$ cat src/hdl/huffman_tree_decoder_unit_defines.svh
// Assertion helpers shared by the decoder modules.
// Each expects clk and rst_n in scope and stays quiet while reset is held.
`ifndef HUFFMAN_TREE_DECODER_UNIT_DEFINES_SVH
`define HUFFMAN_TREE_DECODER_UNIT_DEFINES_SVH

// Condition that must hold at every clock edge.
`define HTD_ASSERT(label, cond, msg) \
  label: assert property (@(posedge clk) disable iff (!rst_n) (cond)) else $error(msg);

// Consequent that must hold in the same cycle as the antecedent.
`define HTD_ASSERT_IMP(label, ante, cons, msg) \
  label: assert property (@(posedge clk) disable iff (!rst_n) (ante) |-> (cons)) else $error(msg);

`endif

$ cat src/hdl/htd_pkg.sv
`timescale 1ns / 1ps
// ----------------------------------------------------------------------------
// htd_pkg
// Shared widths, codes and the command format of the code tree decoder.
// ----------------------------------------------------------------------------
package htd_pkg;

  localparam int MAX_NODES_DEF     = 512;
  localparam int MAX_CODE_BITS_DEF = 16;
  localparam int CMDQ_DEPTH        = 2;

  localparam int MODE_W     = 2;
  localparam int SYM_W      = 8;
  localparam int LEN_W      = 5;
  localparam int CODE_W     = 16;
  localparam int CODE_IDX_W = $clog2(CODE_W);
  localparam int BYTE_W     = 8;
  localparam int NBITS_W    = 4;
  localparam int ST_W       = 2;
  localparam int IN_TDATA_W = 48;

  // tdata layout of an input item
  localparam int SYM_LSB   = 0;
  localparam int LEN_LSB   = SYM_LSB + SYM_W;
  localparam int CODE_LSB  = LEN_LSB + LEN_W;
  localparam int BYTE_LSB  = CODE_LSB + CODE_W;
  localparam int NBITS_LSB = BYTE_LSB + BYTE_W;

  localparam logic [MODE_W-1:0] MODE_LOAD   = 2'd0;
  localparam logic [MODE_W-1:0] MODE_DECODE = 2'd1;
  localparam logic [MODE_W-1:0] MODE_CLEAR  = 2'd2;

  localparam logic [ST_W-1:0] ST_OK      = 2'd0;
  localparam logic [ST_W-1:0] ST_BADPATH = 2'd1;
  localparam logic [ST_W-1:0] ST_FULL    = 2'd2;

  localparam logic [NBITS_W-1:0] NBITS_MAX = 4'd8;

  typedef enum logic [1:0] {
    CMD_LOAD   = 2'd0,
    CMD_DECODE = 2'd1,
    CMD_CLEAR  = 2'd2
  } cmd_kind_t;

  typedef struct packed {
    cmd_kind_t            kind;
    logic [SYM_W-1:0]     sym;
    logic [LEN_W-1:0]     len;
    logic [CODE_W-1:0]    code;
    logic [BYTE_W-1:0]    byte_val;
    logic [NBITS_W-1:0]   nbits;
  } cmd_t;

endpackage

$ cat src/hdl/htd_cmdq.sv
`timescale 1ns / 1ps
// ----------------------------------------------------------------------------
// htd_cmdq
// Short command queue between the front end and the tree engine.
// ----------------------------------------------------------------------------
`include "huffman_tree_decoder_unit_defines.svh"

module htd_cmdq #(
  parameter int DEPTH = htd_pkg::CMDQ_DEPTH
) (
  input  logic          clk,
  input  logic          rst_n,
  input  logic          push,
  input  htd_pkg::cmd_t push_cmd,
  output logic          full,
  input  logic          pop,
  output logic          valid,
  output htd_pkg::cmd_t head
);

  localparam int PTR_W = (DEPTH > 1) ? $clog2(DEPTH) : 1;
  localparam int CNT_W = $clog2(DEPTH + 1);
  localparam logic [CNT_W-1:0] DepthC = CNT_W'(DEPTH);
  localparam logic [PTR_W-1:0] LastPtr = PTR_W'(DEPTH - 1);

  htd_pkg::cmd_t    slot_r [DEPTH];
  logic [PTR_W-1:0] wr_ptr_r, wr_ptr_nxt;
  logic [PTR_W-1:0] rd_ptr_r, rd_ptr_nxt;
  logic [CNT_W-1:0] count_r, count_nxt;
  logic             do_push, do_pop;

  assign full    = (count_r == DepthC);
  assign valid   = (count_r != '0);
  assign head    = slot_r[rd_ptr_r];
  assign do_push = push && !full;
  assign do_pop  = pop && valid;

  always_comb begin
    wr_ptr_nxt = wr_ptr_r;
    rd_ptr_nxt = rd_ptr_r;
    count_nxt  = count_r;
    if (do_push) begin
      wr_ptr_nxt = (wr_ptr_r == LastPtr) ? '0 : wr_ptr_r + 1'b1;
    end
    if (do_pop) begin
      rd_ptr_nxt = (rd_ptr_r == LastPtr) ? '0 : rd_ptr_r + 1'b1;
    end
    if (do_push && !do_pop) begin
      count_nxt = count_r + 1'b1;
    end else if (do_pop && !do_push) begin
      count_nxt = count_r - 1'b1;
    end
  end

  always_ff @(posedge clk) begin
    if (!rst_n) begin
      wr_ptr_r <= '0;
      rd_ptr_r <= '0;
      count_r  <= '0;
    end else begin
      wr_ptr_r <= wr_ptr_nxt;
      rd_ptr_r <= rd_ptr_nxt;
      count_r  <= count_nxt;
    end
  end

  always_ff @(posedge clk) begin
    if (do_push) begin
      slot_r[wr_ptr_r] <= push_cmd;
    end
  end

  `HTD_ASSERT(a_cmdq_count_bound, count_r <= DepthC, "command queue count above depth")

endmodule

$ cat config.mk
export PLATFORM = sky130hd
export DESIGN_NAME = htd_cmdq
export DESIGN_NICKNAME = d
export VERILOG_FILES = /design/src/hdl/htd_pkg.sv /design/src/hdl/htd_cmdq.sv
export VERILOG_INCLUDE_DIRS = /design/src /design/src/hdl
export SDC_FILE = /design/constraint.sdc
export NUM_CORES = 1
export LEC_CHECK = 0
export ABC_CLOCK_PERIOD_IN_PS = 3100
export BUFFER_PORTS_ARGS = -buffer_cell sky130_fd_sc_hd__buf_4
export CAP_MARGIN = 20
export CORE_UTILIZATION = 46
export CTS_CLUSTER_DIAMETER = 80
export DETAILED_ROUTE_END_ITERATION = 10
export PLACE_DENSITY = 0.74
export REMOVE_ABC_BUFFERS = 1
export SYNTH_ARGS = -nofsm -noshare
export SYNTH_HDL_FRONTEND = slang
export SYNTH_SLANG_ARGS = --single-unit
$ cat constraint.sdc
create_clock -name clk -period 3.1 [get_ports clk]
set_clock_uncertainty 0.2 [all_clocks]
set_input_delay 0.465 -clock clk [delete_from_list [all_inputs] [get_ports clk]]
set_output_delay 0.465 -clock clk [all_outputs]
set_load 0.005 [all_outputs]
### After elaboration in Yosys (flattened, before gate mapping)

Memory sizes are Yosys's and may differ from the RTL's. A register that Yosys moved wholly into a read port is not among the register bits.
Index checks and enable logic that the tools add are counted.

* $add $sub $neg: 4
* multipliers: 0
* divide/modulo/power cells: 0
* magnitude comparators: 0
* eq/ne operators: 1
* shift-type cells: 0
* mux-type cells: 8
* bitwise operators: 0
* reductions and logical operators: 9

Operator list (number)
* 1-bit 2-to-1 mux: 6
* 1-bit logical AND: 4
* 2-bit 2-to-1 mux: 2
* 2-bit nonzero test: 2
* 1-bit zero test: 3
* 1-bit adder, second input constant: 2
* 2-bit by 1-bit adder with 2-bit output, second input constant: 1
* 2-bit == test, second input constant: 1
* 2-bit by 1-bit subtractor with 2-bit output, second input constant: 1

* register bits: 4
* bits in latches: 0
* RAM bits: 86
* memory bits (read-only): 0
* input bits: 47
* output and inout port bits: 45
* logic and storage cells: 26
* memories kept: 1

Memories
* slot_r: depth 2, bits a word 43, read ports 1, clocked after memory_dff 1, wr ports 1, RTL line htd_cmdq.sv:26 `htd_pkg::cmd_t slot_r [DEPTH];`

### Logic depth before layout (Yosys ltp)

Gate-level depths: netlist (run 1).

* word-level depth: 7
* mapped depth: 7
* mapped depth without buffers: 7

### Worst setup path before layout (run 1)

No wires, ideal clock.

* kind: register to register
* start: reg count_r[0]
* end: mem slot_r[0][0] in the netlist's numbering (enable)
* setup time: 438 ps
* arrival time: 2285 ps
* required time: 2462 ps
* path slack: 178 ps
* stages on the path, launching flop included: 4
* path buffers: 0
* clock period less this slack: 2922 ps
* cell sequence: dfxtp_1 -> nand2b_1 -> inv_2 -> nor3_2

* word-level cells in the longest chain between the ends: 5

RTL lines
* from (decl): RTL line htd_cmdq.sv:29 `logic [CNT_W-1:0] count_r, count_nxt;`
* from (signal assigned): RTL line htd_cmdq.sv:63 `count_r <= count_nxt;`
* 2-bit == test: RTL line htd_cmdq.sv:32 `assign full = (count_r == DepthC);`
* named net full: RTL line htd_cmdq.sv:15 `output logic full,`
* 1-bit zero test: RTL line htd_cmdq.sv:35 `assign do_push = push && !full;`
* 1-bit logical AND: RTL line htd_cmdq.sv:35
* 1-bit 2-to-1 mux: RTL line htd_cmdq.sv:68 `if (do_push) begin`
* 1-bit 2-to-1 mux (implied by the code): RTL line htd_cmdq.sv:69 `slot_r[wr_ptr_r] <= push_cmd;`
* to (decl): RTL line htd_cmdq.sv:26

The timed path passes the listed nets, and every way through them passes these cells.

==> results of run 1 <==
[sequential cells by signal, summed over array words and instances (netlist names), named ones only]
register  flops
count_r       2
rd_ptr_r      1
slot_r       86
wr_ptr_r      1
[layer usage]
layer / vias up / GRT usage (%)
met5: - / 0
met3: 6 / 5.308
met2: 72 / 25.77
met1: 844 / 19.84
li1: 819 / -
met4: 0 / 4.918
[kinds of logic after synthesis]
| group | synth area share [%] |
|---|---|
| DFF | 80.36 |
| AOI/OAI and AO/OA | 0.9745 |
| xor gates and xnor gates | 0.7873 |
| adders and majority gates | 0.3748 |
| muxes | 14.51 |
| buffers and inverters | 1.274 |
| and+or+nand+nor | 1.725 |
[power by group]
part           internal [uW]  switching (uW)
Clock                    292             362
Sequential              1540            71.8
Combinational            534             364
Total                   2370             798
[synthesized netlist by cell type, drive strengths merged]
cell type   n
mux2       43
dfxtp       5
nor3        1
and3        1
and2        3
ha          1
o21a        1
or2         1
o21ai       2
inv         2
buf         5
nand2b      1
or3         1
xor2        1
xnor2       2
nor2        1
a21boi      2
edfxtp     86
[final timing paths]
| path | start | to | depth (start not counted) | slack (ns) |
|---|---|---|---|---|
| setup / recovery | register | head[21] | 3 | 0.78 |
| hold / removal | push_cmd[36] | slot_r[0][36]$_DFFE_PP_ | 1 | 0.11 |
| hold reg to reg | count_r[1]$_SDFFE_PN0P_ | count_r[1]$_SDFFE_PN0P_ | 2 | 0.33 |
| setup reg to reg | count_r[0]$_SDFFE_PN0P_ | slot_r[0][27]$_DFFE_PP_ | 4 | 1.15 |
[area by class of cell]
cell class,count,share of cell area [%]
multi-input cells,61,14.35
flip-flops and latches,91,62.05
inverters,2,0.1736
clock inverters,2,0.2893
well taps,96,2.777
clock buffers,14,3.298
repair buffers,95,17.07
[per-stage QoR]
stage | setup slack (ns) | area (um^2)
3_3_place_gp | 1.096 | 4170
6_report | 0.7787 | 4325
2_1_floorplan | 0.1777 | 3303
3_5_place_dp | 1.074 | 4170
5_1_grt | 0.6743 | 4325
4_1_cts | 0.7371 | 4325
==> summary.md, run 1 <==
| Metric | Value |
|---|---|
| DR top layer | met4 |
| Status | completed |
| CP Data Required Time | around 2.4 ns |
| Routed WL per cell | ~16 um |
| Initial DRT Pass Iterations | 4 |
| #FFs+latches synth | slightly above 90 |
| Met2 routed WL | between 2 and 3 mm |
| Vias per cell | 4.823 |
| Setup crit start kind | register |
| Starting Density | 48.33% |
| Crit end category | output port |
| Synthesized area per cell | roughly 21 um^2 |
| Crit path time final | roughly 2.3 ns |
| Post-synth top area share | approximately 77% |
| Storage element area | about 2700 um^2 |
| Final setup fails | 0 |
| I/O pins | 92 |
| Power per Cell Area | 732.6 nW/um^2 |
| CTS tree | yes |
| Number of global-route vias before repair | approximately 1800 |
| Post-CTS Hold Buffers | 0 |
| Vias | about 1700 |
| Met1 wire length | roughly 2.4 mm |
| Worst min path class | in2reg |
| Most frequent cells in the layout | buf_4, edfxtp_1, mux2_2 |
| Total routed wirelength | 5.608 mm |
| Area taken by multi-input logic gates | between 600 and 700 um^2 |
| Die ar. | ~7600 um^2 |
| Worst-path cell with the longest stage delay | dfxtp_2 |
| Crit-path cells | buf_12 -> mux2_2 -> buf_4 |
| Final Max Tran Viols | 0 |
| DRT antenna net count | 0 |
| Clock-pin slew on the worst setup and hold paths | 0.08 ns |
| CP Class | reg2out |
| Final Hold Fails | 0 |
| Cell Area, Synth | approximately 3300 um^2 |
| CTS sink cnt | 91 |
| CP top delay family | flip-flops |
| GPL Wtd Cong | roughly 0.7 |
| Dpl cells | between 300 and 400 |
| DP Wirelength | 3.743 mm |
| Setup bufs post-CTS | 0 |
| Count of cell types in the netlist | 22 |
| Antenna violations before repair | 0 |
| VDD IR max | 0.3801 mV |
| # rows | 30 |
| Tot GR Track Use | around 16% |
| Metal3 WL | between 300 and 400 um |
| Grt ovf | 0 |
| H-Tree Level Count | 3 |
| Part of the cycle the worst path needs | around three quarters |
| Yosys warns | 0 |
| Fill count | 543 |
| Post-CTS sizing | 0 |
| Achievable frequency | roughly 430 MHz |
| Share of cells above drive strength 1 | 58.11% |
| Core footprint | about 6900 um^2 |
| Most area-consuming cells after synthesis | edfxtp_1, mux2_2, dfxtp_1 |
| Final Util | 62.63% |
| Register area share after synthesis | 80.36% |
| Setup_tns | 0 ns |
| Longest Clk Path Bufs | 2 |
| Die Span X | about 87 um |
| Global-route wire length before repair | about 8.6 mm |
| Max Cap Violations | 0 |
| Leakage | approximately 0.0016 uW |
| CP Buf/Inv Count | 2 |
| Port buffer count | 91 |
| Commonest non-fill, non-tap cell in the layout | buf_4 |
| RSZ-0062 raised after global routing | no |
| DR iter-0 viols | 37 |
| Slew HR | between 70% and 80% |
| Total power | about 3200 uW |
| Inserted Clock Buffers | 9 |
| Worst skew pair latency | approximately 0.33 ns |
| DRC violation count after routing | 0 |
| Leading area contributor after synthesis | edfxtp_1 |
| Crit-path max FO | 30 |
| Cell count after synthesis | about 160 |
| Antenna Cells | 0 |
| WHS | around 0.11 ns |
| Chip Height | 87.19 um |
| Area grow syn2layout | 29.57% |
| Largest net degree at the start of global routing | 31 |
| Final net count | around 310 |
| Worst-Margin Slew | between 0.4 and 0.5 ns |
| Final std cells w/o fill | about 360 |
| Clock root cell | clkbuf_8 |
| Crit path DAT | around 1.7 ns |
| Max incr delay on CP | 0.55 ns |
No activity file was read; power rests on OpenSTA's default activity.
==> inputs of run 2 (changes only) <==
--- a/config.mk
+++ b/config.mk
@@ -6,7 +6,7 @@
 export SDC_FILE = /design/constraint.sdc
 export NUM_CORES = 1
 export LEC_CHECK = 0
-export ABC_CLOCK_PERIOD_IN_PS = 3100
+export ABC_CLOCK_PERIOD_IN_PS = 2100
 export BUFFER_PORTS_ARGS = -buffer_cell sky130_fd_sc_hd__buf_4
 export CAP_MARGIN = 20
 export CORE_UTILIZATION = 46
==> constraint.sdc (replaced) <==
create_clock -name clk -period 2.1 [get_ports clk]
set_clock_uncertainty 0.2 [all_clocks]
set_input_delay 0.315 -clock clk [delete_from_list [all_inputs] [get_ports clk]]
set_output_delay 0.315 -clock clk [all_outputs]
set_load 0.005 [all_outputs]
==> run 2 against run 1 <==
Power increased by 50%. First-iteration DRC count increased by 140%. Clock-buffer cell count decreased by 3. Sequential power increased by 47%. Critical endpoint is now head[6]. Sequential cell count unchanged. Wire length increased by 6.4%. Final area increased by 11%. Non-clock buffer count increased by 46.
==> summary.md, run 2 (synthesis gave the netlist of run 1 again) <==
| Metric | Value |
|---|---|
| DRT antenna net count | 0 |
| Final setup fails | 0 |
| CP endpoint | head[6] |
| DP Wirelength | roughly 3.6 mm |
| Hold_sp | push |
| Final std cells w/o fill | 407 |
| Clock-pin slew on the worst setup and hold paths | 0.08 ns |
| Starting Density | roughly 48% |
| Placed cell area | roughly 4200 um^2 |
| Clock root cell | clkbuf_8 |
| Worst-Margin Slew | 0.3499 ns |
| Part of the cycle the worst path needs | between 90% and 100% |
| Biggest registers after layout | slot_r (86), count_r (2) |
| Crit-path max FO | 28 |
| Tot GR Track Use | around 17% |
| Status | completed |
| Area grow syn2layout | 43.48% |
| Core footprint | 6907 um^2 |
| CP Data Required Time | 1.58 ns |
| Vias per cell | around 4.7 |
| Die Span X | around 87 um |
| DR iter-0 viols | 89 |
| R2R Setup Slk | ~0.31 ns |
| Final Hold Fails | 0 |
| CTS tree | yes |
| Worst min path class | in2reg |
| Crit-path cells | buf_12 -> mux2_2 -> buf_4 |
| Final net count | about 350 |
| CP top delay family | flip-flops |
| R2R Path End | count_r[1]$_SDFFE_PN0P_ |
| Power per Cell Area | 995.0 nW/um^2 |
| Setup crit start kind | register |
| Chip Height | around 87 um |
| Max incr delay on CP | 0.42 ns |
| Most frequent cells in the layout | buf_4, edfxtp_1, dlygate4sd3_1 |
| Crit path time final | between 2 and 2.5 ns |
| Total routed wirelength | just under 6 mm |
| Vias | about 1900 |
| Routed WL per cell | approximately 15 um |
| Number of global-route vias before repair | between 1500 and 2000 |
| Antenna Cells | 0 |
| Max Cap Violations | 0 |
| CTS sink cnt | 91 |
| CP Class | reg2out |
| Share of cells above drive strength 1 | 50.80% |
| Max reg flops | 86 |
| I/O pins | slightly above 90 |
| Leakage | between 0.0015 and 0.002 uW |
| DRC violation count after routing | 0 |
| Setup_tns | 0 ns |
| Dpl cells | ~350 |
| Slew HR | around three quarters |
| Most flops, register | slot_r |
| Worst-path cell with the longest stage delay | dfxtp_4 |
| Grt ovf | 0 |
| CP Buf/Inv Count | 2 |
| RSZ-0062 raised after global routing | no |
| Crit path DAT | approximately 1.5 ns |
| Longest Clk Path Bufs | 2 |
| Initial DRT Pass Iterations | 4 |
| Post-route cell area | approximately 4800 um^2 |
| R2R depth | 6 |
| Crit end category | output port |
| Final Max Tran Viols | 0 |
| Crit path depth | 3 |
| GPL Wtd Cong | between 0.6 and 0.7 |
| Largest net degree at the start of global routing | 29 |
| Inserted Clock Buffers | 9 |
| Achievable frequency | 495.8 MHz |
| Fill count | 500 |
| Antenna violations before repair | 0 |
| R2R Path Start | count_r[0]$_SDFFE_PN0P_ |
| Worst skew pair latency | 0.34 ns |
| VDD IR max | about 0.6 mV |
| # rows | 30 |
| Commonest non-fill, non-tap cell in the layout | buf_4 |
| Die ar. | about 7600 um^2 |
| H-Tree Level Count | 3 |
| Port buffer count | a little over 90 |
| Global-route wire length before repair | approximately 9.1 mm |
## run 2: tightest hold or removal path: stages
cell,delay [ns]
buf_4,0.09
a21boi_0,0.07
o21a_1,0.16
## run 2: power breakdown
part           switching (uW)  internal [uW]  total [uW]
registers                94.3           2280        2380
logic                     562            854        1420
clock network             548            425         972
total                    1200           3560        4770
## run 2: worst min path at each step
stage                                          to  slack, ns  cells past startpoint
after floorplan            slot_r[0][0]$_DFFE_PP_       0.21                      0
after global placement    slot_r[0][29]$_DFFE_PP_       0.30                      1
after detailed placement   slot_r[0][5]$_DFFE_PP_       0.30                      1
after CTS                   wr_ptr_r$_SDFFE_PN0N_       0.12                      3
after global routing        wr_ptr_r$_SDFFE_PN0N_       0.13                      3
final                       wr_ptr_r$_SDFFE_PN0N_       0.14                      3
## run 2: metrics by stage
stage          utilization (%)  hold slack, ns  total power (uW)  worst slack [ns]
5_1_grt                  69.35          0.1280              5027           0.02195
2_1_floorplan                -          0.2139              3067           -0.8223
3_5_place_dp             60.60          0.3024              3777            0.3282
4_1_cts                  69.31          0.1212              4824          0.004824
6_report                 69.35          0.1383              4766           0.08322
3_3_place_gp             60.60          0.3001              3758            0.3544
## run 2: what timing repair did
action	4_1_cts	5_1_grt
endpoints found under the setup margin	0	34
hold buffers	44	0
endpoints found under the hold margin	88	0
buffers inserted	0	0
resized for setup	0	1
## run 2: routing by layer
layer	global-route usage, %	part of all wire [%]	vias to the layer above
met5	0	0	-
met2	28.13	48	79
met3	4.645	6.5	9
met4	7.452	1.6	0
met1	19.99	44	908
li1	-	-	907
## run 2: cell type report
class	instances	area [um^2]	area share (%)
Clock buffer	11	131.4	2.743
Clock inverter	5	30.03	0.6270
Inverter	2	7.507	0.1567
Multi-Input combinational cell	61	620.6	12.96
Sequential cell	91	2686	56.09
Tap cell	96	120.1	2.508
Timing Repair Buffer	141	1194	24.92
