### config.mk
export PLATFORM = sky130hd
export DESIGN_NAME = htd_front
export DESIGN_NICKNAME = d
export VERILOG_FILES = /design/src/hdl/huffman_tree_decoder_unit_defines.svh /design/src/hdl/htd_pkg.sv /design/src/hdl/htd_front.sv
export SDC_FILE = /design/constraint.sdc
export NUM_CORES = 1
export LEC_CHECK = 0
export ABC_CLOCK_PERIOD_IN_PS = 1700
export BUFFER_PORTS_ARGS = -buffer_cell sky130_fd_sc_hd__buf_2
export CAP_MARGIN = 20
export CELL_PAD_IN_SITES_DETAIL_PLACEMENT = 1
export CELL_PAD_IN_SITES_GLOBAL_PLACEMENT = 1
export CORE_UTILIZATION = 12
export DETAILED_ROUTE_END_ITERATION = 12
export PLACE_DENSITY = 0.91
export SLEW_MARGIN = 10
export SYNTH_ARGS = -nofsm -noshare
export SYNTH_HDL_FRONTEND = slang
export SYNTH_SLANG_ARGS = --single-unit
### constraint.sdc
create_clock -name vclk -period 1.7
set_clock_uncertainty 0.05 [all_clocks]
set_input_delay 0.17 -clock vclk [all_inputs]
set_output_delay 0.17 -clock vclk [all_outputs]
set_load 0.05 [all_outputs]
### src/hdl/huffman_tree_decoder_unit_defines.svh
// Assertion helpers shared by the decoder modules.
// Each expects clk and rst_n in scope and stays quiet while reset is held.
`ifndef HUFFMAN_TREE_DECODER_UNIT_DEFINES_SVH
`define HUFFMAN_TREE_DECODER_UNIT_DEFINES_SVH

// Condition that must hold at every clock edge.
`define HTD_ASSERT(label, cond, msg) \
  label: assert property (@(posedge clk) disable iff (!rst_n) (cond)) else $error(msg);

// Consequent that must hold in the same cycle as the antecedent.
`define HTD_ASSERT_IMP(label, ante, cons, msg) \
  label: assert property (@(posedge clk) disable iff (!rst_n) (ante) |-> (cons)) else $error(msg);

`endif

### src/hdl/htd_pkg.sv
`timescale 1ns / 1ps
// ----------------------------------------------------------------------------
// htd_pkg
// Shared widths, codes and the command format of the code tree decoder.
// ----------------------------------------------------------------------------
package htd_pkg;

  localparam int MAX_NODES_DEF     = 512;
  localparam int MAX_CODE_BITS_DEF = 16;
  localparam int CMDQ_DEPTH        = 2;

  localparam int MODE_W     = 2;
  localparam int SYM_W      = 8;
  localparam int LEN_W      = 5;
  localparam int CODE_W     = 16;
  localparam int CODE_IDX_W = $clog2(CODE_W);
  localparam int BYTE_W     = 8;
  localparam int NBITS_W    = 4;
  localparam int ST_W       = 2;
  localparam int IN_TDATA_W = 48;

  // tdata layout of an input item
  localparam int SYM_LSB   = 0;
  localparam int LEN_LSB   = SYM_LSB + SYM_W;
  localparam int CODE_LSB  = LEN_LSB + LEN_W;
  localparam int BYTE_LSB  = CODE_LSB + CODE_W;
  localparam int NBITS_LSB = BYTE_LSB + BYTE_W;

  localparam logic [MODE_W-1:0] MODE_LOAD   = 2'd0;
  localparam logic [MODE_W-1:0] MODE_DECODE = 2'd1;
  localparam logic [MODE_W-1:0] MODE_CLEAR  = 2'd2;

  localparam logic [ST_W-1:0] ST_OK      = 2'd0;
  localparam logic [ST_W-1:0] ST_BADPATH = 2'd1;
  localparam logic [ST_W-1:0] ST_FULL    = 2'd2;

  localparam logic [NBITS_W-1:0] NBITS_MAX = 4'd8;

  typedef enum logic [1:0] {
    CMD_LOAD   = 2'd0,
    CMD_DECODE = 2'd1,
    CMD_CLEAR  = 2'd2
  } cmd_kind_t;

  typedef struct packed {
    cmd_kind_t            kind;
    logic [SYM_W-1:0]     sym;
    logic [LEN_W-1:0]     len;
    logic [CODE_W-1:0]    code;
    logic [BYTE_W-1:0]    byte_val;
    logic [NBITS_W-1:0]   nbits;
  } cmd_t;

endpackage

### src/hdl/htd_front.sv
`timescale 1ns / 1ps
// ----------------------------------------------------------------------------
// htd_front
// Accepts input items, drops those that do nothing and queues commands.
// ----------------------------------------------------------------------------
module htd_front #(
  parameter int MAX_CODE_BITS = htd_pkg::MAX_CODE_BITS_DEF
) (
  input  logic                          in_tvalid,
  output logic                          in_tready,
  input  logic [htd_pkg::IN_TDATA_W-1:0] in_tdata,  // entry_symbol, entry_length,
                                                    // entry_code, payload_byte,
                                                    // bits_valid, zero fill
  input  logic [htd_pkg::MODE_W-1:0]    in_tuser,  // mode
  input  logic                          q_full,
  output logic                          q_push,
  output htd_pkg::cmd_t                 q_cmd
);

  logic [htd_pkg::LEN_W-1:0]   len;
  logic [htd_pkg::NBITS_W-1:0] nbits_raw;
  logic                        keep;

  assign len       = in_tdata[htd_pkg::LEN_LSB +: htd_pkg::LEN_W];
  assign nbits_raw = in_tdata[htd_pkg::NBITS_LSB +: htd_pkg::NBITS_W];
  assign in_tready = !q_full;

  always_comb begin
    q_cmd.sym      = in_tdata[htd_pkg::SYM_LSB +: htd_pkg::SYM_W];
    q_cmd.len      = len;
    q_cmd.code     = in_tdata[htd_pkg::CODE_LSB +: htd_pkg::CODE_W];
    q_cmd.byte_val = in_tdata[htd_pkg::BYTE_LSB +: htd_pkg::BYTE_W];
    q_cmd.nbits    = (nbits_raw > htd_pkg::NBITS_MAX) ? htd_pkg::NBITS_MAX : nbits_raw;
    q_cmd.kind     = htd_pkg::CMD_CLEAR;
    keep           = 1'b0;
    case (in_tuser)
      htd_pkg::MODE_LOAD: begin
        q_cmd.kind = htd_pkg::CMD_LOAD;
        // drop empty and overlong entries
        keep = (len != '0) && (int'(len) <= MAX_CODE_BITS);
      end
      htd_pkg::MODE_DECODE: begin
        q_cmd.kind = htd_pkg::CMD_DECODE;
        keep = (nbits_raw != '0);
      end
      htd_pkg::MODE_CLEAR: begin
        q_cmd.kind = htd_pkg::CMD_CLEAR;
        keep = 1'b1;
      end
      default: begin
        keep = 1'b0;
      end
    endcase
  end

  assign q_push = in_tvalid && in_tready && keep;

endmodule

### After elaboration in Yosys (flattened, before gate mapping)

Cells that the tools add are included.

* muxes and demuxes: 3
* eq/ne operators: 2
* magnitude comparators: 2
* reduce and logical (&&, ||, !) cells: 7

Operator list (count)
* 5-bit <= comparator, second input constant: 1
* 5-bit nonzero test: 1
* 4-bit greater-than comparator, second input constant: 1
* 4-bit two-way mux: 1
* 2-bit one-hot mux with 2 select lines: 1
* 4-bit nonzero test: 1
* 1-bit logical AND: 3
* 1-bit one-hot mux with 3 select lines: 1
* 2-bit by 1-bit == test with 1-bit output, second input constant: 1
* 2-bit == test, second input constant: 1
* 2-bit zero test: 1
* 1-bit zero test: 1

* input bits: 52
* register bits after elaboration: 0
* word-level logic and storage cells: 14

### Logic depth before layout (Yosys ltp)

Gate-level depths: netlist (run 1).

* depth after elaboration: 4
* mapped depth: 3
* mapped depth without buffers: 3

### Least setup slack after synthesis (run 1)

No wires, ideal clock.

* kind: input to output
* start: input port in_tuser[0] in the netlist's numbering
* end: output port q_push
* buffers on the path: 0
* arrival time: 1.595 ns
* slack: -0.115 ns
* cell stages on the path: 3
* cells stage by stage: nor2b_1 a32oi_1 o211ai_1

* cells in the longest elaborated chain, start to end: 3
* elaborated cells between the ends (all ways): 5

Ends and longest elaborated chain
* from (decl): line htd_front.sv:14 `input logic [htd_pkg::MODE_W-1:0] in_tuser,`
* 2-bit == test, or another cell as far along: line htd_front.sv:36 `case (in_tuser)`
* 1-bit one-hot mux with 3 select lines (*): line htd_front.sv:36
* 1-bit logical AND (*): line htd_front.sv:56 `assign q_push = in_tvalid && in_tready && keep;`
* to (decl): line htd_front.sv:16 `output logic q_push,`

Every way passes the cells marked *; elsewhere a longest branch is shown, timed or not.

### Final worst setup path (run 1)

* start: input port in_tdata[39] in the netlist's numbering
* end: output port q_push

* cells in the longest elaborated chain, start to end: 3

Ends and longest elaborated chain
* from (decl): line htd_front.sv:11 `input logic [htd_pkg::IN_TDATA_W-1:0] in_tdata,`
* 4-bit nonzero test: line htd_front.sv:44 `keep = (nbits_raw != '0);`
* 1-bit one-hot mux with 3 select lines: line htd_front.sv:36
* 1-bit logical AND: line htd_front.sv:56

Every way passes these cells.

==> summary.md, run 1 <==
| Metric | Value |
|---|---|
| Pins Over Slew Limit | `0` |
| Synth Instances | `52` |
| PnR worst setup slack | `0.1391 ns` |
| Detail-routed via count per cell | `3.133` |
| Crit-path max FO | `2` |
| Number of DRC markers in iteration 0 | `2` |
| Warnings from Yosys | `0` |
| Worst EP arrival | `1.34 ns` |
| Status | `completed` |
| Tcrit/Tclk final | `91.82%` |
| Layout area overhead | `-24.75%` |
| Internal power | `29.75 uW` |
| Sw Pwr | `78.66 uW` |
| Overall Global Routing Usage | `3.514%` |
| Cell area after synthesis | `379.1 sq um` |
| WP data required | `1.48 ns` |
| Post-DP HPWL | `561.8 microns` |
| Tmin final | `1.561 ns` |
| Routed vias | `260` |
| Largest net degree at the start of global routing | `6` |
| Clock buf count | `0` |
| Slew @ Worst Pin | `0.2896 ns` |
| Post-Route WL | `613 microns` |
| Leakage | `0.0001422 uW` |
| DRC violations left | `0` |
| Die height | `58.21 microns` |
| Syn avg cell area | `7.291 sq um` |
| Initial antenna violation count | `0` |
| Post-CTS sizing | `0` |
| Final hold vios | `0` |
| Total grt overflow | `0` |
| Fmax | `0.6407 GHz` |
| Final setup fails | `0` |
| Unrepaired setup endpoints after global routing | `false` |
| CP Capture Type | `primary output` |
| Nets@finish | `93` |
| Count of buffers from port buffering | `26` |
| Drt wl/cell | `7.386 microns` |
| Critical path origin | `in_tdata[39]` |
| Switching Fraction | `72.56%` |
| Site Rows | `20` |
| Initial Utilization | `12.52%` |
| Die W | `58.21 microns` |
| Critical path class | `primary input to primary output` |
| Worst vdd ir | `0.06783 mV` |
| Slew margin rel. | `80.42%` |
| Register share of total power | `0%` |
| Core area | `3028 sq um` |
| Clock share of power | `0%` |
| Die ar. | `3388 sq um` |
| Fraction of layout cells with a size suffix above 1 | `71.79%` |
| Post-synthesis sequential area ratio | `0%` |
| Termination of the worst setup path | `q_push` |
| Sequential cell count | `0` |
| Number of I/O pins | `97` |
| Antenna Nets Post-Route | `0` |
| PwrDens | `380.0 nW/um^2` |
| Max_cap viols | `0` |
| Vias in the first global route | `252` |
| Antenna Cells | `0` |
| Placer Congestion | `0.6087` |
| Gate power share | `100.0%` |
| Final hold slack | `0.2900 ns` |
| Detailed Routing Iterations Pass 1 | `3` |
| Post-CTS Repair Setup Buffers | `0` |
| First-pass GRT wire length | `972 microns` |
| Reg area | `0 sq um` |
| Synth cell types | `10` |
| Crit path launch type | `primary input` |
| Hold Crit Class | `primary input to primary output` |
| Hold buffers post-CTS | `0` |
| Fin util | `9.421%` |
| Post-synthesis net count | `104` |
| Place WS | `0.1251 ns` |
## worst min path at each step
| stage | from | end | slack [ns] | cells after the start |
|---|---|---|---|---|
| CTS | in_tdata[17] | q_cmd[16] | 0.29 | 0 |
| floorplan | in_tuser[1] | q_cmd[41] | 0.39 | 1 |
| finish | in_tdata[26] | q_cmd[25] | 0.29 | 0 |
| global placement | in_tdata[17] | q_cmd[16] | 0.29 | 0 |
| detailed placement | in_tdata[17] | q_cmd[16] | 0.29 | 0 |
| global route | in_tdata[26] | q_cmd[25] | 0.29 | 0 |
## metal layers
metal  vias to the layer above  GRT usage [%]  part of all wire, %
met3                         8          1.563                   15
met4                         0          2.721                  4.4
li1                        104              -                    -
met1                       118          3.071                   32
met5                         -              0                    0
met2                        30          6.240                   49
## cell usage in the layout (no fill, tap or decap)
cell type and count:
nor2b_2 1, or4_1 1, inv_1 1, buf_2 26, and2b_1 3, a32oi_1 1
nor4b_1 1, nor2b_1 1, nand3b_1 2, o211ai_1 1, or4_4 1
## stage by stage
stage	power (uW)	std cells	instance area [sq um]	setup TNS (ns)
2_1_floorplan	285.7	52	385.4	-0.01204
3_3_place_gp	108.0	83	285.3	0
3_5_place_dp	109.2	83	285.3	0
4_1_cts	109.5	83	285.3	0
5_1_grt	113.7	83	285.3	0
6_report	108.4	83	285.3	0
## critical path: stages
cell      delay, ns
buf_2          0.10
or4_1          0.53
a32oi_1        0.21
o211ai_1       0.11
buf_2          0.22
## power groups by stage
stage | clock network [uW] | logic, uW | registers [uW]
after floorplan | 0 | 286 | 0
after global placement | 0 | 108 | 0
after detailed placement | 0 | 109 | 0
after CTS | 0 | 109 | 0
after global routing | 0 | 114 | 0
final | 0 | 108 | 0
## synthesized netlist by cell type, drive strengths merged
library cell / n / area (sq um)
nand3b: 2 / 15.01
a32oi: 1 / 8.760
nor2b: 2 / 12.51
and2b: 3 / 22.52
nor4b: 1 / 8.760
clkbuf: 2 / 7.510
inv: 1 / 3.750
buf: 37 / 277.8
or4: 2 / 15.01
o211ai: 1 / 7.510
## layout make-up
class	instances	area (sq um)
fillers	380	2743
repair buffers	26	130.1
multi-input cells	12	96.34
well taps	44	55.05
inverters	1	3.754
## cells by family after synthesis
family	after synthesis	synth area share [%]
buf+inv	40	76.24
simple gates	10	19.47
compound gates	2	4.292
Power figures use the tool's default switching activity.
==> run 2: changes to the inputs <==
Settings changed: ABC_AREA set to 1, PLACE_DENSITY 0.91 to 0.92.
==> summary.md, run 2 <==
| Metric | Value |
|---|---|
| Placer Congestion | `0.5536` |
| Die height | `58.76 microns` |
| Post-synth top area cell | `buf_4` |
| Fin area | `290.3 sq um` |
| Most frequent cells in the layout | `buf_2 (26), nor2_1 (9), inv_1 (7)` |
| Fin util | `9.508%` |
| Max_cap viols | `0` |
| Drt wl/cell | `6.884 microns` |
| Die ar. | `3453 sq um` |
| Slew margin rel. | `82.89%` |
| Crit-path max FO | `2` |
| Leakage | `0.0001752 uW` |
| Hold Path Depth | `0` |
| Sequential cell count | `0` |
| Antenna Cells | `0` |
| Detail-routed via count per cell | `2.821` |
| Routed vias | `268` |
| First-pass GRT wire length | `883 microns` |
| Syn avg cell area | `6.041 sq um` |
| Number of I/O pins | `97` |
| PnR worst setup slack | `0.4740 ns` |
| Most numerous cell in the Yosys netlist | `buf_4` |
| Cell area after synthesis | `386.6 sq um` |
| Final hold vios | `0` |
| Total grt overflow | `0` |
| CP Capture Type | `primary output` |
| Status | `completed` |
| Crit path launch type | `primary input` |
| Die W | `58.76 microns` |
| Detailed Routing Iterations Pass 1 | `2` |
| Placed cell area | `290.3 sq um` |
| Layout area overhead | `-24.92%` |
| Fin Setup TNS | `0 ns` |
| Post-CTS Repair Setup Buffers | `0` |
| Fmax | `0.8157 GHz` |
| Worst vdd ir | `0.06245 mV` |
| Post-Route WL | `654 microns` |
| Count of buffers from port buffering | `26` |
| Synth top area cells | `buf_4 (72%), nor2_1 (8.7%), inv_1 (6.8%)` |
| Pins Over Slew Limit | `0` |
| Tmin final | `1.226 ns` |
| Top cells by count, synth | `buf_4 (37), nor2_1 (9), inv_1 (7)` |
| Overall Global Routing Usage | `3.159%` |
| Initial antenna violation count | `0` |
| Critical path class | `primary input to primary output` |
| Hold Crit Class | `primary input to primary output` |
| Synth cell types | `8` |
| Site Rows | `20` |
| Worst EP arrival | `1.01 ns` |
| Antenna Nets Post-Route | `0` |
| Hold buffers post-CTS | `0` |
| Post-synthesis net count | `116` |
| Final hold slack | `0.2900 ns` |
| PwrDens | `378.8 nW/um^2` |
| Largest net degree at the start of global routing | `6` |
| Post-synth top area share | `71.84%` |
| WP data required | `1.48 ns` |
| Place WS | `0.4595 ns` |
| Final setup fails | `0` |
| Commonest non-fill, non-tap cell in the layout | `buf_2` |
| Vias in the first global route | `245` |
| Tcrit/Tclk final | `72.12%` |
| Clock buf count | `0` |
| Nets@finish | `105` |
| Core area | `3053 sq um` |
| DRC violations left | `0` |
| Synth Instances | `64` |
| Slew @ Worst Pin | `0.2585 ns` |
| Unrepaired setup endpoints after global routing | `false` |
| Post-DP HPWL | `589.7 microns` |
| Initial Utilization | `12.66%` |
| Post-CTS sizing | `0` |
| Post-synthesis sequential area ratio | `0%` |
| Number of DRC markers in iteration 0 | `7` |
| Fraction of layout cells with a size suffix above 1 | `54.90%` |
| Warnings from Yosys | `0` |
| Reg area | `0 sq um` |
==> run 2: kinds of logic after synthesis <==
| group | after synthesis | synth area share [%] |
|---|---|---|
| AND/OR/NAND/NOR | 16 | 16.83 |
| buffers and inverters | 46 | 80.59 |
| AO/OA/AOI/OAI | 2 | 2.589 |
==> run 2: power by group <==
| group | leakage (uW) | internal, uW | switching (uW) |
|---|---|---|---|
| Combinational | 0.000175 | 28.0 | 82.0 |
| Clock | 0 | 0 | 0 |
| Sequential | 0 | 0 | 0 |
| Total | 0.000175 | 28.0 | 82.0 |
==> run 2: final cells by class <==
type | count | area [sq um]
Tap cell | 44 | 55.05
Timing Repair Buffer | 26 | 130.1
Multi-Input combinational cell | 18 | 78.83
Inverter | 7 | 26.28
Fill cell | 392 | 2763
==> run 2: metrics by stage <==
step,power [uW],std cells
6_report,109.9,95
2_1_floorplan,286.8,64
5_1_grt,116.2,95
3_3_place_gp,109.1,95
3_5_place_dp,111.1,95
4_1_cts,111.1,95
==> run 2: path summary, 6_finish.rpt <==
check,endpoint,slack (ns),start
min,q_cmd[15],0.29,in_tdata[16]
max,q_push,0.47,in_tdata[9]
==> run 2: critical path, cell delays in order <==
cell and delay (ns):
buf_2 0.10, nor2_1 0.15, nand2_1 0.07, nand2_1 0.06
nand3_1 0.07, a21oi_2 0.11, buf_2 0.27
==> run 2: metal layers <==
layer  vias to the layer above  part of all wire [%]  GRT usage (%)
li1                        124                     -              -
met1                       118                    37          2.381
met2                        22                    44          6.494
met3                         4                    16          1.099
met4                         0                   1.5          2.041
met5                         -                     0              0
==> run 3: changes to the inputs <==
Settings changed: ABC_CLOCK_PERIOD_IN_PS 1700 to 1300, CORE_UTILIZATION 12 to 11, PLACE_DENSITY 0.92 to 0.86.
Clock period 1.7 ns to 1.3 ns, I/O delays scaled along.
==> summary.md, run 3 (synthesis results as in run 2) <==
| Metric | Value |
|---|---|
| Critical-path cell list | `buf_2 > nor2_1 > nand2_1 > a21oi_1 > buf_4 > a21oi_4 > clkbuf_4` |
| Tcrit/Tclk final | `87.47%` |
| Count of buffers from port buffering | `26` |
| Gate power share | `100.0%` |
| Core area | `3363 sq um` |
| Drt wl/cell | `6.827 microns` |
| Pins Over Slew Limit | `0` |
| Placer Congestion | `0.4965` |
| Final hold vios | `0` |
| Initial Utilization | `11.50%` |
| Die height | `61.29 microns` |
| Max_cap viols | `0` |
| Die ar. | `3756 sq um` |
| Hold Crit Class | `primary input to primary output` |
| Worst vdd ir | `0.03071 mV` |
| Routed vias | `280` |
| Number of I/O pins | `97` |
| Internal power | `41.70 uW` |
| Status | `completed` |
| Crit-path max FO | `2` |
| Nets@finish | `106` |
| Worst path slowest cell | `clkbuf_4` |
| Post-Route WL | `669 microns` |
| Tmin final | `1.137 ns` |
| Reg area | `0 sq um` |
| First-pass GRT wire length | `800 microns` |
| DRC violations left | `0` |
| Crit path launch type | `primary input` |
| Layout area overhead | `-18.45%` |
| Vias in the first global route | `192` |
| WP data required | `1.12 ns` |
| Largest net degree at the start of global routing | `6` |
| Post-DP HPWL | `601 microns` |
| Antenna Cells | `0` |
| Detailed Routing Iterations Pass 1 | `2` |
| Slew margin rel. | `83.37%` |
| Clock buf count | `0` |
| Die W | `61.29 microns` |
| Register share of total power | `0%` |
| CP Buf/Inv Count | `3` |
| Overall Global Routing Usage | `2.787%` |
| Sequential cell count | `0` |
| Slew @ Worst Pin | `0.2512 ns` |
| Leakage | `0.0001813 uW` |
| Unrepaired setup endpoints after global routing | `false` |
| Detail-routed via count per cell | `2.857` |
| Clock share of power | `0%` |
| Fin Setup TNS | `0 ns` |
| CP top delay family | `buffers and inverters` |
| Worst EP arrival | `0.96 ns` |
| Antenna Nets Post-Route | `0` |
| Slowest stage delay, CP | `0.21 ns` |
| Post-CTS Repair Setup Buffers | `0` |
| Switching Fraction | `72.43%` |
| Fmax | `0.8794 GHz` |
| Total grt overflow | `0` |
| Site Rows | `21` |
| CP Capture Type | `primary output` |
| Overall Power | `151.2 uW` |
| Sw Pwr | `109.5 uW` |
| Initial antenna violation count | `0` |
| Critical path class | `primary input to primary output` |
| Number of DRC markers in iteration 0 | `5` |
| Commonest non-fill, non-tap cell in the layout | `buf_2` |
| PwrDens | `479.7 nW/um^2` |
| Fill cell count | `431` |
| Final setup fails | `0` |
| Fraction of layout cells with a size suffix above 1 | `55.77%` |
| Most frequent cells in the layout | `buf_2 (25), nor2_1 (9), inv_1 (7)` |
## run 3: changes by cell type in the layout (fill, tap and decap cells not counted), sizes merged
cell,previous run,this run
clkbuf,0,1
## run 3: path summary, 6_finish.rpt
check,startpoint,cells after the start,end,slack [ns]
worst min-delay path,in_tdata[6],0,q_cmd[39],0.21
worst max-delay path,in_tdata[38],7,q_push,0.16
## run 3: what timing repair did
item / CTS / global route
endpoints found under the setup margin: 0 / 1
hold buffers: 0 / 0
resized for setup: 0 / 1
## run 3: through the flow
| step | hold WS [ns] | setup slack [ns] | instances | cell area [sq um] | utilization, % |
|---|---|---|---|---|---|
| 5_1_grt | 0.2101 | 0.02690 | 98 | 315.3 | 9.375 |
| 3_5_place_dp | 0.2103 | 0.09920 | 98 | 312.8 | 9.301 |
| 6_report | 0.2100 | 0.1629 | 98 | 315.3 | 9.375 |
| 2_1_floorplan | 0.2707 | 0.1429 | 64 | 402.9 | - |
| 3_3_place_gp | 0.2103 | 0.1068 | 98 | 312.8 | 9.301 |
| 4_1_cts | 0.2103 | 0.09904 | 98 | 312.8 | 9.301 |
## run 3: cell type report
type                            count  area [sq um]  area share (%)
Multi-Input combinational cell     18         91.34           28.97
Timing Repair Buffer               27         140.1           44.44
Inverter                            7         26.28           8.333
Tap cell                           46         57.56           18.25
## run 3: per-layer routing
layer	GRT usage (%)	share of wire [%]
met5	0	0
met4	5.195	12
met3	0.6303	15
met2	4.193	41
met1	2.256	32
## run 3: power groups by stage
stage | Combinational [uW] | Clock [uW] | Sequential, uW
2_1_floorplan | 379 | 0 | 0
5_1_grt | 164 | 0 | 0
3_3_place_gp | 151 | 0 | 0
6_report | 151 | 0 | 0
4_1_cts | 153 | 0 | 0
3_5_place_dp | 153 | 0 | 0
